## config.mk

```make
export PLATFORM = sky130hd
export DESIGN_NAME = handshake_retry_backoff_control
export DESIGN_NICKNAME = d
export VERILOG_FILES = /design/src/rtl/hrbc_pkg.sv /design/src/rtl/handshake_retry_backoff_control.sv /design/src/rtl/hrbc_datapath.sv /design/src/rtl/hrbc_ctrl.sv
export VERILOG_INCLUDE_DIRS = /design/src /design/src/rtl
export SDC_FILE = /design/constraint.sdc
export NUM_CORES = 1
export LEC_CHECK = 0
export BUFFER_PORTS_ARGS = -buffer_cell sky130_fd_sc_hd__buf_4
export CAP_MARGIN = 20
export CELL_PAD_IN_SITES_DETAIL_PLACEMENT = 2
export CELL_PAD_IN_SITES_GLOBAL_PLACEMENT = 2
export CORE_MARGIN = 3
export CORE_UTILIZATION = 43
export DETAILED_ROUTE_END_ITERATION = 8
export GPL_ROUTABILITY_DRIVEN = 1
export GPL_TIMING_DRIVEN = 1
export HOLD_SLACK_MARGIN = 0.06
export PLACE_DENSITY_LB_ADDON = 0.2
export RECOVER_POWER = 100
export SYNTH_ARGS = -nofsm -noshare
export SYNTH_HDL_FRONTEND = slang
export SYNTH_SLANG_ARGS = --single-unit
export TNS_END_PERCENT = 10
```

## constraint.sdc

```tcl
create_clock -name clk -period 14.7 [get_ports clk]
set_input_delay 0.735 -clock clk [delete_from_list [all_inputs] [get_ports clk]]
set_output_delay 0.735 -clock clk [all_outputs]
set_load 0.1 [all_outputs]
```

## src/rtl/handshake_retry_backoff_control_assert.svh

```systemverilog
// ----------------------------------------------------------------------------
// Assertion macros for the handshake retry and backoff controller
// Clocked on clk, disabled while rst_n is low.
// ----------------------------------------------------------------------------
`ifndef HANDSHAKE_RETRY_BACKOFF_CONTROL_ASSERT_SVH
`define HANDSHAKE_RETRY_BACKOFF_CONTROL_ASSERT_SVH

// The consequent must hold in the same cycle as the antecedent.
`define HRBC_ASSERT_SAME(label, ante, cons) \
  label: assert property (@(posedge clk) disable iff (!rst_n) (ante) |-> (cons)) \
    else $error("hrbc: same-cycle check failed");

// The consequent must hold in the cycle after the antecedent.
`define HRBC_ASSERT_NEXT(label, ante, cons) \
  label: assert property (@(posedge clk) disable iff (!rst_n) (ante) |=> (cons)) \
    else $error("hrbc: next-cycle check failed");

`endif

```

## src/rtl/hrbc_pkg.sv

```systemverilog
// ----------------------------------------------------------------------------
// hrbc_pkg
// Types, codes and widths shared by the retry and backoff controller.
// ----------------------------------------------------------------------------
`default_nettype none

package hrbc_pkg;

  localparam int TIMER_BITS = 20;
  localparam int TPS_W      = 11;
  localparam int TRY_W      = 4;
  localparam int VER_W      = 16;
  localparam int RND_W      = 16;
  localparam int CNT_W      = $clog2(RND_W);
  // The base backoff can be shifted left by up to 15 places.
  localparam int BASE_W     = TPS_W + 15;
  localparam int SUM_W      = (BASE_W + 1 > TIMER_BITS) ? BASE_W + 1 : TIMER_BITS + 1;
  localparam logic [TIMER_BITS-1:0] TIMER_MAX = '1;

  localparam int IN_DATA_W  = 40;
  localparam int IN_USER_W  = 2;
  localparam int OUT_DATA_W = 24;
  localparam int OUT_USER_W = 3;
  localparam int CFG_ADDR_W = 2;
  localparam int CFG_DATA_W = TPS_W;

  localparam logic [CFG_ADDR_W-1:0] CFG_TPS       = 2'd0;
  localparam logic [CFG_ADDR_W-1:0] CFG_MAX_TRIES = 2'd1;
  localparam logic [CFG_ADDR_W-1:0] CFG_CAP       = 2'd2;

  localparam logic [TPS_W-1:0] TPS_RESET       = 11'd128;
  localparam logic [TRY_W-1:0] MAX_TRIES_RESET = 4'd4;
  localparam logic [TRY_W-1:0] CAP_RESET       = 4'd4;

  typedef enum logic [1:0] {
    REQ_START  = 2'd0,
    REQ_ACK    = 2'd1,
    REQ_TICK   = 2'd2,
    REQ_RESEND = 2'd3
  } req_t;

  typedef enum logic [2:0] {
    ST_NOTHING   = 3'd0,
    ST_SEND      = 3'd1,
    ST_GAVE_UP   = 3'd2,
    ST_ACK_OK    = 3'd3,
    ST_ACK_BAD   = 3'd4,
    ST_NO_PARENT = 3'd5
  } status_t;

  typedef enum logic [2:0] {
    S_IDLE,
    S_EVAL,
    S_SETUP,
    S_DIV,
    S_ARM,
    S_DONE
  } state_t;

  typedef struct packed {
    logic load;
    logic eval;
    logic setup;
    logic step;
    logic arm;
    logic out_load;
  } ctrl_cmd_t;

  typedef struct packed {
    logic arm_now;
    logic step_last;
  } dp_sts_t;

endpackage

`default_nettype wire

```

## src/rtl/handshake_retry_backoff_control.sv

```systemverilog
// ----------------------------------------------------------------------------
// handshake_retry_backoff_control
// Initiator side of a handshake with retransmission, exponential backoff and
// random jitter on the resend countdown.
// ----------------------------------------------------------------------------
// Each input beat carries one request (start, acknowledgement, tick or forced
// resend) in in_tuser and its operands in in_tdata. Every request yields
// exactly one result beat: the status in out_tuser, the version to send and
// the retry count after the step in out_tdata.
// A request that does not arm the countdown goes from evaluation straight to
// the result register. A request that arms the countdown also runs the jitter
// modulo, one bit of random_value per cycle, 16 steps, plus setup and arming.
// One request is in flight at a time; the finished result sits in an output
// register, so the next request is taken while that result waits.
// If the receiver stalls, the block finishes the current request and holds
// in its last state until the pending result beat is taken.
// The configuration port may be written whenever no request is in flight.
// Reset restores the register defaults, sets the version to one, clears the
// retry count and flag and stops the countdown; no result is pending.
// ----------------------------------------------------------------------------
`default_nettype none

module handshake_retry_backoff_control import hrbc_pkg::*; (
  input  wire logic                  clk,
  input  wire logic                  rst_n,
  input  wire logic                  cfg_we,
  input  wire logic [CFG_ADDR_W-1:0] cfg_addr,
  input  wire logic [CFG_DATA_W-1:0] cfg_wdata,
  input  wire logic                  in_tvalid,
  output logic                       in_tready,
  // parent_known[0], ack_version[16:1], ack_proto_ok[17], neighbor_room[18],
  // random_value[34:19], zero fill above
  input  wire logic [IN_DATA_W-1:0]  in_tdata,
  // req_type[1:0]
  input  wire logic [IN_USER_W-1:0]  in_tuser,
  output logic                       out_tvalid,
  input  wire logic                  out_tready,
  // send_version[15:0], retry_now[19:16], zero fill above
  output logic [OUT_DATA_W-1:0]      out_tdata,
  // status[2:0]
  output logic [OUT_USER_W-1:0]      out_tuser
);

  `include "handshake_retry_backoff_control_assert.svh"

  ctrl_cmd_t cmd;
  dp_sts_t   sts;

  hrbc_ctrl u_ctrl (
    .clk        (clk),
    .rst_n      (rst_n),
    .in_tvalid  (in_tvalid),
    .in_tready  (in_tready),
    .out_tvalid (out_tvalid),
    .out_tready (out_tready),
    .sts        (sts),
    .cmd        (cmd)
  );

  hrbc_datapath u_datapath (
    .clk       (clk),
    .rst_n     (rst_n),
    .cfg_we    (cfg_we),
    .cfg_addr  (cfg_addr),
    .cfg_wdata (cfg_wdata),
    .in_tdata  (in_tdata),
    .in_tuser  (in_tuser),
    .cmd       (cmd),
    .sts       (sts),
    .out_tdata (out_tdata),
    .out_tuser (out_tuser)
  );

  // An accepted beat is evaluated in the very next cycle.
  `HRBC_ASSERT_NEXT(a_load_then_eval, in_tvalid && in_tready, cmd.eval)
  // A new result never overwrites one the receiver has not taken.
  `HRBC_ASSERT_SAME(a_no_overwrite, cmd.out_load, !out_tvalid || out_tready)
  // No input is taken while the modulo unit is still stepping.
  `HRBC_ASSERT_SAME(a_busy_during_div, cmd.step || cmd.arm, !in_tready)

endmodule

`default_nettype wire

```

## src/rtl/hrbc_datapath.sv

```systemverilog
// ----------------------------------------------------------------------------
// hrbc_datapath
// Protocol state, configuration registers, step evaluation, bit-serial jitter
// modulo, countdown arming and the result register.
// ----------------------------------------------------------------------------
`default_nettype none

module hrbc_datapath import hrbc_pkg::*; (
  input  wire logic                  clk,
  input  wire logic                  rst_n,
  input  wire logic                  cfg_we,
  input  wire logic [CFG_ADDR_W-1:0] cfg_addr,
  input  wire logic [CFG_DATA_W-1:0] cfg_wdata,
  input  wire logic [IN_DATA_W-1:0]  in_tdata,
  input  wire logic [IN_USER_W-1:0]  in_tuser,
  input  wire ctrl_cmd_t             cmd,
  output dp_sts_t                    sts,
  output logic [OUT_DATA_W-1:0]      out_tdata,
  output logic [OUT_USER_W-1:0]      out_tuser
);

  logic [TPS_W-1:0]      tps_r;
  logic [TRY_W-1:0]      max_tries_r;
  logic [TRY_W-1:0]      cap_r;

  logic [VER_W-1:0]      version_r,  version_nxt;
  logic [TRY_W-1:0]      retry_r,    retry_nxt;
  logic                  ack_r,      ack_nxt;
  logic [TIMER_BITS-1:0] remain_r,   remain_nxt;
  logic                  running_r,  running_nxt;

  req_t                  kind_r;
  logic                  parent_r;
  logic [VER_W-1:0]      aver_r;
  logic                  proto_r;
  logic                  room_r;
  logic [RND_W-1:0]      dvd_r;

  status_t               res_status_r, res_status_nxt;
  logic [VER_W-1:0]      res_ver_r,    res_ver_nxt;

  logic [BASE_W-1:0]     base_r,     base_nxt;
  logic [BASE_W-1:0]     divisor_r;
  logic [RND_W-1:0]      rem_r,      rem_nxt;
  logic [CNT_W-1:0]      cnt_r;

  status_t               out_status_r;
  logic [VER_W-1:0]      out_ver_r;
  logic [TRY_W-1:0]      out_retry_r;

  logic [TIMER_BITS-1:0] dec;
  logic                  resend;
  logic [VER_W-1:0]      version_inc;
  logic                  arm;
  logic [TRY_W-1:0]      arm_retry;
  logic [TRY_W-1:0]      expo;
  logic [RND_W:0]        part;
  logic [BASE_W-1:0]     part_diff;
  logic [SUM_W-1:0]      total;
  logic [TIMER_BITS-1:0] armed;

  // Evaluation of one step against the current protocol state.
  always_comb begin
    dec         = (remain_r != '0) ? remain_r - 1'b1 : '0;
    version_inc = version_r + 1'b1;
    resend      = (kind_r == REQ_RESEND) ||
                  ((kind_r == REQ_TICK) && running_r && (dec == '0));

    version_nxt    = version_r;
    retry_nxt      = retry_r;
    ack_nxt        = ack_r;
    remain_nxt     = remain_r;
    running_nxt    = running_r;
    res_status_nxt = ST_NOTHING;
    res_ver_nxt    = '0;
    arm            = 1'b0;
    arm_retry      = '0;

    case (kind_r)
      REQ_START: begin
        if (parent_r) begin
          ack_nxt        = 1'b0;
          retry_nxt      = '0;
          version_nxt    = version_inc;
          res_ver_nxt    = version_inc;
          arm            = 1'b1;
          res_status_nxt = ST_SEND;
        end else begin
          res_status_nxt = ST_NO_PARENT;
        end
      end
      REQ_ACK: begin
        if (proto_r && room_r && (aver_r == version_r)) begin
          ack_nxt        = 1'b1;
          running_nxt    = 1'b0;
          retry_nxt      = '0;
          res_status_nxt = ST_ACK_OK;
        end else begin
          res_status_nxt = ST_ACK_BAD;
        end
      end
      REQ_TICK: begin
        if (running_r) begin
          remain_nxt = dec;
          if (dec == '0) begin
            running_nxt = 1'b0;
          end
        end
      end
      default: begin
      end
    endcase

    // Expiry and forced resend share the cleanup, resend and give-up path.
    if (resend) begin
      if (ack_r) begin
        running_nxt    = 1'b0;
        ack_nxt        = 1'b0;
        retry_nxt      = '0;
        res_status_nxt = ST_NOTHING;
      end else if (retry_r < max_tries_r) begin
        retry_nxt      = retry_r + 1'b1;
        version_nxt    = version_inc;
        res_ver_nxt    = version_inc;
        arm            = 1'b1;
        arm_retry      = retry_r + 1'b1;
        res_status_nxt = ST_SEND;
      end else begin
        retry_nxt      = '0;
        res_status_nxt = ST_GAVE_UP;
      end
    end

    expo     = (arm_retry < cap_r) ? arm_retry : cap_r;
    base_nxt = BASE_W'(tps_r) << expo;
  end

  // One restoring step of random_value modulo (half base + 1) per cycle.
  always_comb begin
    part      = {rem_r, dvd_r[RND_W-1]};
    part_diff = BASE_W'(part) - divisor_r;
    rem_nxt   = (BASE_W'(part) >= divisor_r) ? part_diff[RND_W-1:0] : part[RND_W-1:0];
  end

  always_comb begin
    total = SUM_W'(base_r) + SUM_W'(rem_r);
    armed = (total > SUM_W'(TIMER_MAX)) ? TIMER_MAX : total[TIMER_BITS-1:0];
  end

  always_ff @(posedge clk) begin
    if (!rst_n) begin
      tps_r       <= TPS_RESET;
      max_tries_r <= MAX_TRIES_RESET;
      cap_r       <= CAP_RESET;
      version_r   <= VER_W'(1);
      retry_r     <= '0;
      ack_r       <= 1'b0;
      remain_r    <= '0;
      running_r   <= 1'b0;
      cnt_r       <= '0;
    end else begin
      if (cfg_we) begin
        case (cfg_addr)
          CFG_TPS:       tps_r       <= cfg_wdata;
          CFG_MAX_TRIES: max_tries_r <= cfg_wdata[TRY_W-1:0];
          CFG_CAP:       cap_r       <= cfg_wdata[TRY_W-1:0];
          default: begin
          end
        endcase
      end
      if (cmd.eval) begin
        version_r <= version_nxt;
        retry_r   <= retry_nxt;
        ack_r     <= ack_nxt;
        remain_r  <= remain_nxt;
        running_r <= running_nxt;
      end else if (cmd.arm) begin
        remain_r  <= armed;
        running_r <= 1'b1;
      end
      if (cmd.setup) begin
        cnt_r <= '0;
      end else if (cmd.step) begin
        cnt_r <= cnt_r + 1'b1;
      end
    end
  end

  always_ff @(posedge clk) begin
    if (cmd.load) begin
      kind_r   <= req_t'(in_tuser[1:0]);
      parent_r <= in_tdata[0];
      aver_r   <= in_tdata[16:1];
      proto_r  <= in_tdata[17];
      room_r   <= in_tdata[18];
      dvd_r    <= in_tdata[34:19];
    end else if (cmd.step) begin
      dvd_r <= dvd_r << 1;
    end
    if (cmd.eval) begin
      res_status_r <= res_status_nxt;
      res_ver_r    <= res_ver_nxt;
      base_r       <= base_nxt;
    end
    if (cmd.setup) begin
      divisor_r <= (base_r >> 1) + 1'b1;
      rem_r     <= '0;
    end else if (cmd.step) begin
      rem_r <= rem_nxt;
    end
    if (cmd.out_load) begin
      out_status_r <= res_status_r;
      out_ver_r    <= res_ver_r;
      out_retry_r  <= retry_r;
    end
  end

  assign sts.arm_now   = arm;
  assign sts.step_last = (cnt_r == '1);

  assign out_tdata = {(OUT_DATA_W - VER_W - TRY_W)'(0), out_retry_r, out_ver_r};
  assign out_tuser = out_status_r;

endmodule

`default_nettype wire

```

## src/rtl/hrbc_ctrl.sv

```systemverilog
// ----------------------------------------------------------------------------
// hrbc_ctrl
// Sequencer for one item: evaluate, optional jitter modulo and countdown
// arming, then hand the result to the output register.
// ----------------------------------------------------------------------------
`default_nettype none

module hrbc_ctrl import hrbc_pkg::*; (
  input  wire logic    clk,
  input  wire logic    rst_n,
  input  wire logic    in_tvalid,
  output logic         in_tready,
  output logic         out_tvalid,
  input  wire logic    out_tready,
  input  wire dp_sts_t sts,
  output ctrl_cmd_t    cmd
);

  state_t state_r, state_nxt;
  logic   out_valid_r, out_valid_nxt;

  always_ff @(posedge clk) begin
    if (!rst_n) begin
      state_r     <= S_IDLE;
      out_valid_r <= 1'b0;
    end else begin
      state_r     <= state_nxt;
      out_valid_r <= out_valid_nxt;
    end
  end

  always_comb begin
    state_nxt     = state_r;
    out_valid_nxt = out_valid_r && !out_tready;
    cmd           = '0;
    in_tready     = 1'b0;
    case (state_r)
      S_IDLE: begin
        // Nothing is taken while reset is held.
        in_tready = rst_n;
        if (in_tvalid && rst_n) begin
          cmd.load  = 1'b1;
          state_nxt = S_EVAL;
        end
      end
      S_EVAL: begin
        cmd.eval  = 1'b1;
        state_nxt = sts.arm_now ? S_SETUP : S_DONE;
      end
      S_SETUP: begin
        cmd.setup = 1'b1;
        state_nxt = S_DIV;
      end
      S_DIV: begin
        cmd.step = 1'b1;
        if (sts.step_last) begin
          state_nxt = S_ARM;
        end
      end
      S_ARM: begin
        cmd.arm   = 1'b1;
        state_nxt = S_DONE;
      end
      S_DONE: begin
        // Hold here until the previous result beat has left the register.
        if (!out_valid_r || out_tready) begin
          cmd.out_load  = 1'b1;
          out_valid_nxt = 1'b1;
          state_nxt     = S_IDLE;
        end
      end
      default: begin
        state_nxt = S_IDLE;
      end
    endcase
  end

  assign out_tvalid = out_valid_r;

endmodule

`default_nettype wire
```

## Word-level counts from Yosys, hierarchy flattened

Cells that the tools add are included.

| storage, ports and cells | value |
|---|---|
| input port bits | 60 |
| logic and storage cells | 149 |
| bits in registers | 216 |
| output and inout bits | 29 |

| operators by class | value |
|---|---|
| bitwise gates (word level) | 1 |
| add/subtract/negate cells | 7 |
| reduce and logical (&&, ||, !) cells | 25 |
| magnitude comparators | 4 |
| eq/ne operators | 19 |
| multiplexer cells | 67 |
| shift-type cells | 1 |

Operator list:

| operator | count |
|---|---|
| $mux 16 | 13 |
| $mux 20 | 6 |
| $mux 4 | 7 |
| $add 26x16->27 | 1 |
| $gt 27x20->1 const B | 1 |
| $mux 1 | 27 |
| $add 25x1->26 const B | 1 |
| $ge 17x26->1 | 1 |
| $shl 11x4->26 | 1 |
| $mux 3 | 8 |
| $logic_not 20->1 | 1 |
| $reduce_bool 20->1 | 1 |
| $sub 20x1->20 const B | 1 |
| $pmux 3 s6 | 1 |
| $add 16x1->16 const B | 1 |
| $eq 16x16->1 | 1 |
| $sub 16x16->16 | 1 |
| $add 4x1->4 const B | 2 |
| $lt 4x4->1 | 2 |
| $ne 2x1->1 const B | 4 |
| $pmux 4 s2 | 1 |
| $eq 2x2->1 const B | 3 |
| $eq 3x2->1 const B | 2 |
| $eq 3x3->1 const B | 2 |
| 20 further kinds | 35 |

## Longest topological paths before layout

| logic depth | value |
|---|---|
| word-level depth | 9 |
| gate-level depth with buffers | 22 |

## Modules after synthesis

A second synthesis with hierarchy kept.

| second synthesis, totals | value |
|---|---|
| cells, all modules | 1239 |
| area, all modules | 12504.5 µm² |

Modules (own cells, without submodules):

| module | area an instance (µm²) | seq. area each (µm²) | cells each | times used |
|---|---|---|---|---|
| hrbc_datapath | 12196.7 | 5555.3 | 1206 | 1 |
| hrbc_ctrl | 307.8 | 80.1 | 33 | 1 |

## Worst setup path before layout

OpenSTA, ideal clock, no wires.

| path | value |
|---|---|
| path type | in2reg |
| start | in rst_n |
| end | reg u_datapath.aver_r[0] (enable) |
| path slack | 8552 ps |
| arrival time | 5755 ps |
| stages | 4 |
| required time | 14307 ps |
| cells stage by stage | nor4b_1 -> nand2_1 -> inv_1 -> buf_1 |

RTL lines:

| item | RTL line | text |
|---|---|---|
| from (decl) | handshake_retry_backoff_control.sv:25 | `input wire logic rst_n,` |
| to (signal assigned) | hrbc_datapath.sv:193 | `aver_r <= in_tdata[16:1];` |
| to (decl) | hrbc_datapath.sv:34 | `logic [VER_W-1:0] aver_r;` |

## Final worst setup path

| path | value |
|---|---|
| start | reg u_datapath.remain_r[0] |
| end | reg u_datapath.base_r[9] (data pin) |

| between the ends | value |
|---|---|
| word-level cells in the longest chain between the ends | 9 |
| elaborated cells on any way between the ends | 10 |
| classes of those cells | 1 x add/sub; 1 x order compare; 1 x shift; 3 x mux; 4 x reduce/logical |

RTL lines:

| item | RTL line | text |
|---|---|---|
| from (decl) | hrbc_datapath.sv:29 | `logic [TIMER_BITS-1:0] remain_r, remain_nxt;` |
| from (signal assigned) | hrbc_datapath.sv:175 | `remain_r <= remain_nxt;` |
| from (signal assigned) | hrbc_datapath.sv:178 | `remain_r <= armed;` |
| $sub 20x1->20 / $reduce_bool 20->1 (equally long branches) | hrbc_datapath.sv:64 | `dec = (remain_r != '0) ? remain_r - 1'b1 : '0;` |
| $mux 20 * | hrbc_datapath.sv:64 |  |
| $logic_not 20->1 * | hrbc_datapath.sv:67 | `((kind_r == REQ_TICK) && running_r && (dec == '0));` |
| $logic_and 1x1->1 * | hrbc_datapath.sv:67 |  |
| $logic_or 1x1->1 * | hrbc_datapath.sv:66 | `resend = (kind_r == REQ_RESEND) \|\|` |
| $mux 4 * | hrbc_datapath.sv:115 | `if (resend) begin` |
| via u_datapath.arm_retry[3] | hrbc_datapath.sv:55 | `logic [TRY_W-1:0] arm_retry;` |
| $lt 4x4->1 | hrbc_datapath.sv:134 | `expo = (arm_retry < cap_r) ? arm_retry : cap_r;` |
| $mux 4 * | hrbc_datapath.sv:134 |  |
| $shl 11x4->26 * | hrbc_datapath.sv:135 | `base_nxt = BASE_W'(tps_r) << expo;` |
| via u_datapath.base_nxt[9] | hrbc_datapath.sv:42 | `logic [BASE_W-1:0] base_r, base_nxt;` |
| to (signal assigned) | hrbc_datapath.sv:203 | `base_r <= base_nxt;` |
| to (decl) | hrbc_datapath.sv:42 |  |

The timed path passes the listed nets; every way through them passes the cells marked *.
A chain may end at the register's enable or synchronous reset.

==> impl_results.md <==
- Status: finished with violations
- Failing checks: max-capacitance violations, max-slew violations
- Critical Path AT: 8.42 ns
- Pre-CTS setup slack: around 8.7 ns
- Mux share of post-synthesis cell area: under 10%
- Post-Place Cell Area: between 10000 and 15000 um2
- Grt ovf: 0
- Non-Filler Instances: around 1.7k
- Largest area contributor in the netlist: edfxtp_1
- Met3 GRT Util: ~3.4%
- Postcts setup bufs: 0
- Post-Synth XOR/XNOR Area: between 7 and 8%
- Peak Freq: 0.123 GHz
- CP Launch Type: flip-flop
- Critical Path RT: about 15 ns
- Post-Syn Area: 12400 um2
- Setup TNS: 0 ns
- Count of hold-fix buffers inserted at cts: 0
- Initial antenna violation count: 0
- M2 GR Usage: about 47%
- Post-Synth Simple-Gate Area: 18.5%
- H-Tree Depth: 1
- TritonRoute pass-1 iters: 4
- Filler cells: roughly 3k
- Layout cells sized above 1: 10.3%
- Std cell rows: between 60 and 70
- Routed Antenna Nets: 0
- CTS Buffer Depth: 3
- Total CTS buffers: 27
- Design area: between 10000 and 15000 um2
- Pins over their slew limit: 162
- Synth Area in Adders: between 5 and 6%
- FF+latch count, synth: around 220
- Syn. warnings: 0
- Setup slack after layout: ~6.5 ns
- Clock root buffer: clkbuf_16
- Diodes inserted: 0
- RSZ-0062 raised after global routing: false
- Period utilization: between 50% and 60%
- Max rail drop VDD: between 0.0001 and 0.00015 V
- Met1 usage: about a third
- Clk sinks: 216
- Worst-margin pin slew: roughly 2.3 ns
- First-pass GRT wire length: around 65000 um
- Max_slew headroom: -52.7%
- Seq/Total Area, Yosys: a little under half
- Crit path max fanout: 24
- Drc violations: 0
- Asr flop ratio synth: 0%
- Area of the multi-input gates: 6210 um2
- Final wirelength: about 41000 um
- Top cells by area, synth: edfxtp_1 32%, dfxtp_1 14%, ha_1 5.1%
- Clock-pin slew on the worst setup and hold paths: around 0.060 ns
- GRT busiest layer: met2
- Final setup viols: 0
- Largest stage delay, worst path: roughly 1.1 ns
- Cell Pwr Density: roughly 130 nW/um2
- DR vias: between 10k and 15k
- DR iter-0 viols: just under 700
- Synth Area in Compound Gates: between 10% and 20%
- Gp weighted congestion: ~0.84
- Yosys top cell area share: a little under a third
- Die area: between 30000 and 40000 um2
- Path type of the worst min-delay path: in2reg
- Resized cells post-CTS: 0
- MaxCap Viol Count: 5
- Final Hold Violating Endpoints: 0
- Slowest CP cell: nor4b_1
- Synth unique cells: slightly above 90
- CP top delay family: simple AND/OR/NAND/NOR gates
- Sequential Area: 5640 um2
- Total global-route track usage: a little over a quarter
- Die H: roughly 180 um
- Pin count of the biggest net entering global routing: 53
- Fin nets: 1444
- CP Cell Sequence: inv_1, ha_1, nor4b_1, nand3_1, or2_2, o211a_1, a21boi_0, o21ai_0, clkbuf_1, nor2_1, ha_1, and2b_1, and2_0, o211ai_1, and3_1, a22oi_1, nand2_1, mux4_2, a21boi_0, o22ai_1
- Mean routed wirelength per cell: roughly 24 um
- Syn Area/Cell: 9.83 um2
- Detail Placement HPWL: between 20000 and 30000 um
- Placed cells: 1678
- Horiz. Die Dim: roughly 180 um
- WS Path Type: reg2reg
- TritonCTS clock tree: yes
- Leakage power: approximately 0.0053 uW
- Floorplan core area: ~28000 um2
- Synth Flop Type: edfxtp_1
- Initial Utilization: ~44%
- Buffers and inverters on the worst path: 2
- Worst skew pair latency: roughly 0.55 ns
- Post-Synthesis Cells: around 1.3k
- Largest family of logic cells by synthesized area: simple AND/OR/NAND/NOR gates
- Vias in the first global route: around 11k
- Vias/cell: around 5.9
- Post-synth EDFFs: between 100 and 150
- Post-route minimum period: just over 8 ns
- Port bufs: 79
- Num ports: just under 90
- Synthesis-to-finish area growth: 13.3%
- Crit. End Element: flip-flop
- Clock Skew: ~0.020 ns
==> worst paths after layout <==
check	slack, ns	depth (start not counted)	endpoint	from
max	6.55	20	u_datapath.base_r[9]$_DFFE_PP_	u_datapath.remain_r[0]$_SDFFE_PN0P_
min	0.38	1	u_datapath.aver_r[1]$_DFFE_PP_	in_tdata[2]
max reg2reg	6.55	20	u_datapath.base_r[9]$_DFFE_PP_	u_datapath.remain_r[0]$_SDFFE_PN0P_
min reg2reg	0.43	0	u_datapath.out_ver_r[9]$_DFFE_PP_	u_datapath.res_ver_r[9]$_DFFE_PP_
==> cell usage in the layout, fill, tap and decap left out, types with 16 or more instances in the layout <==
cell / instances
nor3_1: 20
nor2b_1: 30
and3_1: 16
a21o_1: 16
buf_4: 34
mux2i_1: 35
xor2_1: 31
a21boi_0: 16
a21oi_1: 48
edfxtp_1: 131
clkbuf_4: 21
nor2_1: 80
nand4_1: 18
clkbuf_1: 40
xnor2_1: 69
a32o_1: 19
clkbuf_16: 27
nand2_1: 142
and2_0: 17
o21ai_0: 79
ha_1: 50
dfxtp_1: 85
nand3_1: 56
inv_1: 59
==> worst register-to-register path: cells and delay by family (launching register included) <==
family	cells	cell delay [ns]
DFF	1	0.37
buffers and inverters	2	0.55
muxes	1	0.48
adders and majority gates	2	0.61
AOI/OAI and AO/OA	7	2.11
and+or+nand+nor	8	3.77
==> registers in the layout, summed over array words and instances (netlist names), 11 cells and up <==
register	count
u_datapath.aver_r	16
u_datapath.base_r	26
u_datapath.tps_r	11
u_datapath.res_ver_r	16
u_datapath.rem_r	16
u_datapath.out_ver_r	16
u_datapath.dvd_r	16
u_datapath.remain_r	20
u_datapath.version_r	16
u_datapath.divisor_r	26
==> logic make-up after synthesis <==
kind of cell,Yosys count
adder cells (fa/ha/maj),52
AND/OR/NAND/NOR,458
multiplexers,43
XOR/XNOR,100
other,1
buffers and inverters,110
flip-flops,216
AO/OA/AOI/OAI,279
==> layout make-up <==
type | count | share of cell area (%)
Clock inverter | 17 | 1.44
Tap cell | 378 | 3.37
Sequential cell | 216 | 40.2
Multi-Input combinational cell | 936 | 44.3
Clock buffer | 33 | 5.19
Inverter | 59 | 1.58
Timing Repair Buffer | 92 | 3.93
==> power by group <==
part | switching, uW | leakage (uW) | total (uW) | internal (uW)
logic | 236 | 0.00296 | 356 | 119
clock network | 277 | 0.000458 | 701 | 424
registers | 51.1 | 0.00191 | 750 | 699
==> Yosys cell counts (5+ instances only) <==
master	n
o31ai_1	8
edfxtp_1	131
xor2_1	31
a21o_1	16
a21oi_1	48
ha_1	50
or3_1	13
o211ai_1	14
a32o_1	19
nor3_1	20
nand4_1	18
a21boi_0	15
and3_1	16
nor2b_1	30
or2_2	11
nor2_1	79
inv_1	59
dfxtp_1	85
nand3_1	56
o21bai_1	5
o21a_1	8
a211oi_1	9
nand2b_1	9
clkbuf_1	34
and2_1	22
xnor2_1	69
nor4_1	13
mux2i_1	35
nand2_1	141
o21ai_0	78
==> per-stage QoR <==
| step | utilization [%] | hold slack, ns | power, uW |
|---|---|---|---|
| 3_3_place_gp | 47.3 | 0.402 | 1070 |
| 2_1_floorplan | - | 0.400 | 989 |
| 5_1_grt | 49.9 | 0.369 | 1880 |
| 3_5_place_dp | 47.3 | 0.406 | 1100 |
| 6_report | 49.9 | 0.382 | 1810 |
| 4_1_cts | 50.6 | 0.344 | 1820 |
==> routing by layer <==
layer | share of wire, % | vias up
met5 | 0 | -
met4 | 3.2 | 0
met3 | 3.5 | 95
met2 | 51 | 229
met1 | 42 | 5222
li1 | - | 4700
Power figures use the tool's default switching activity.
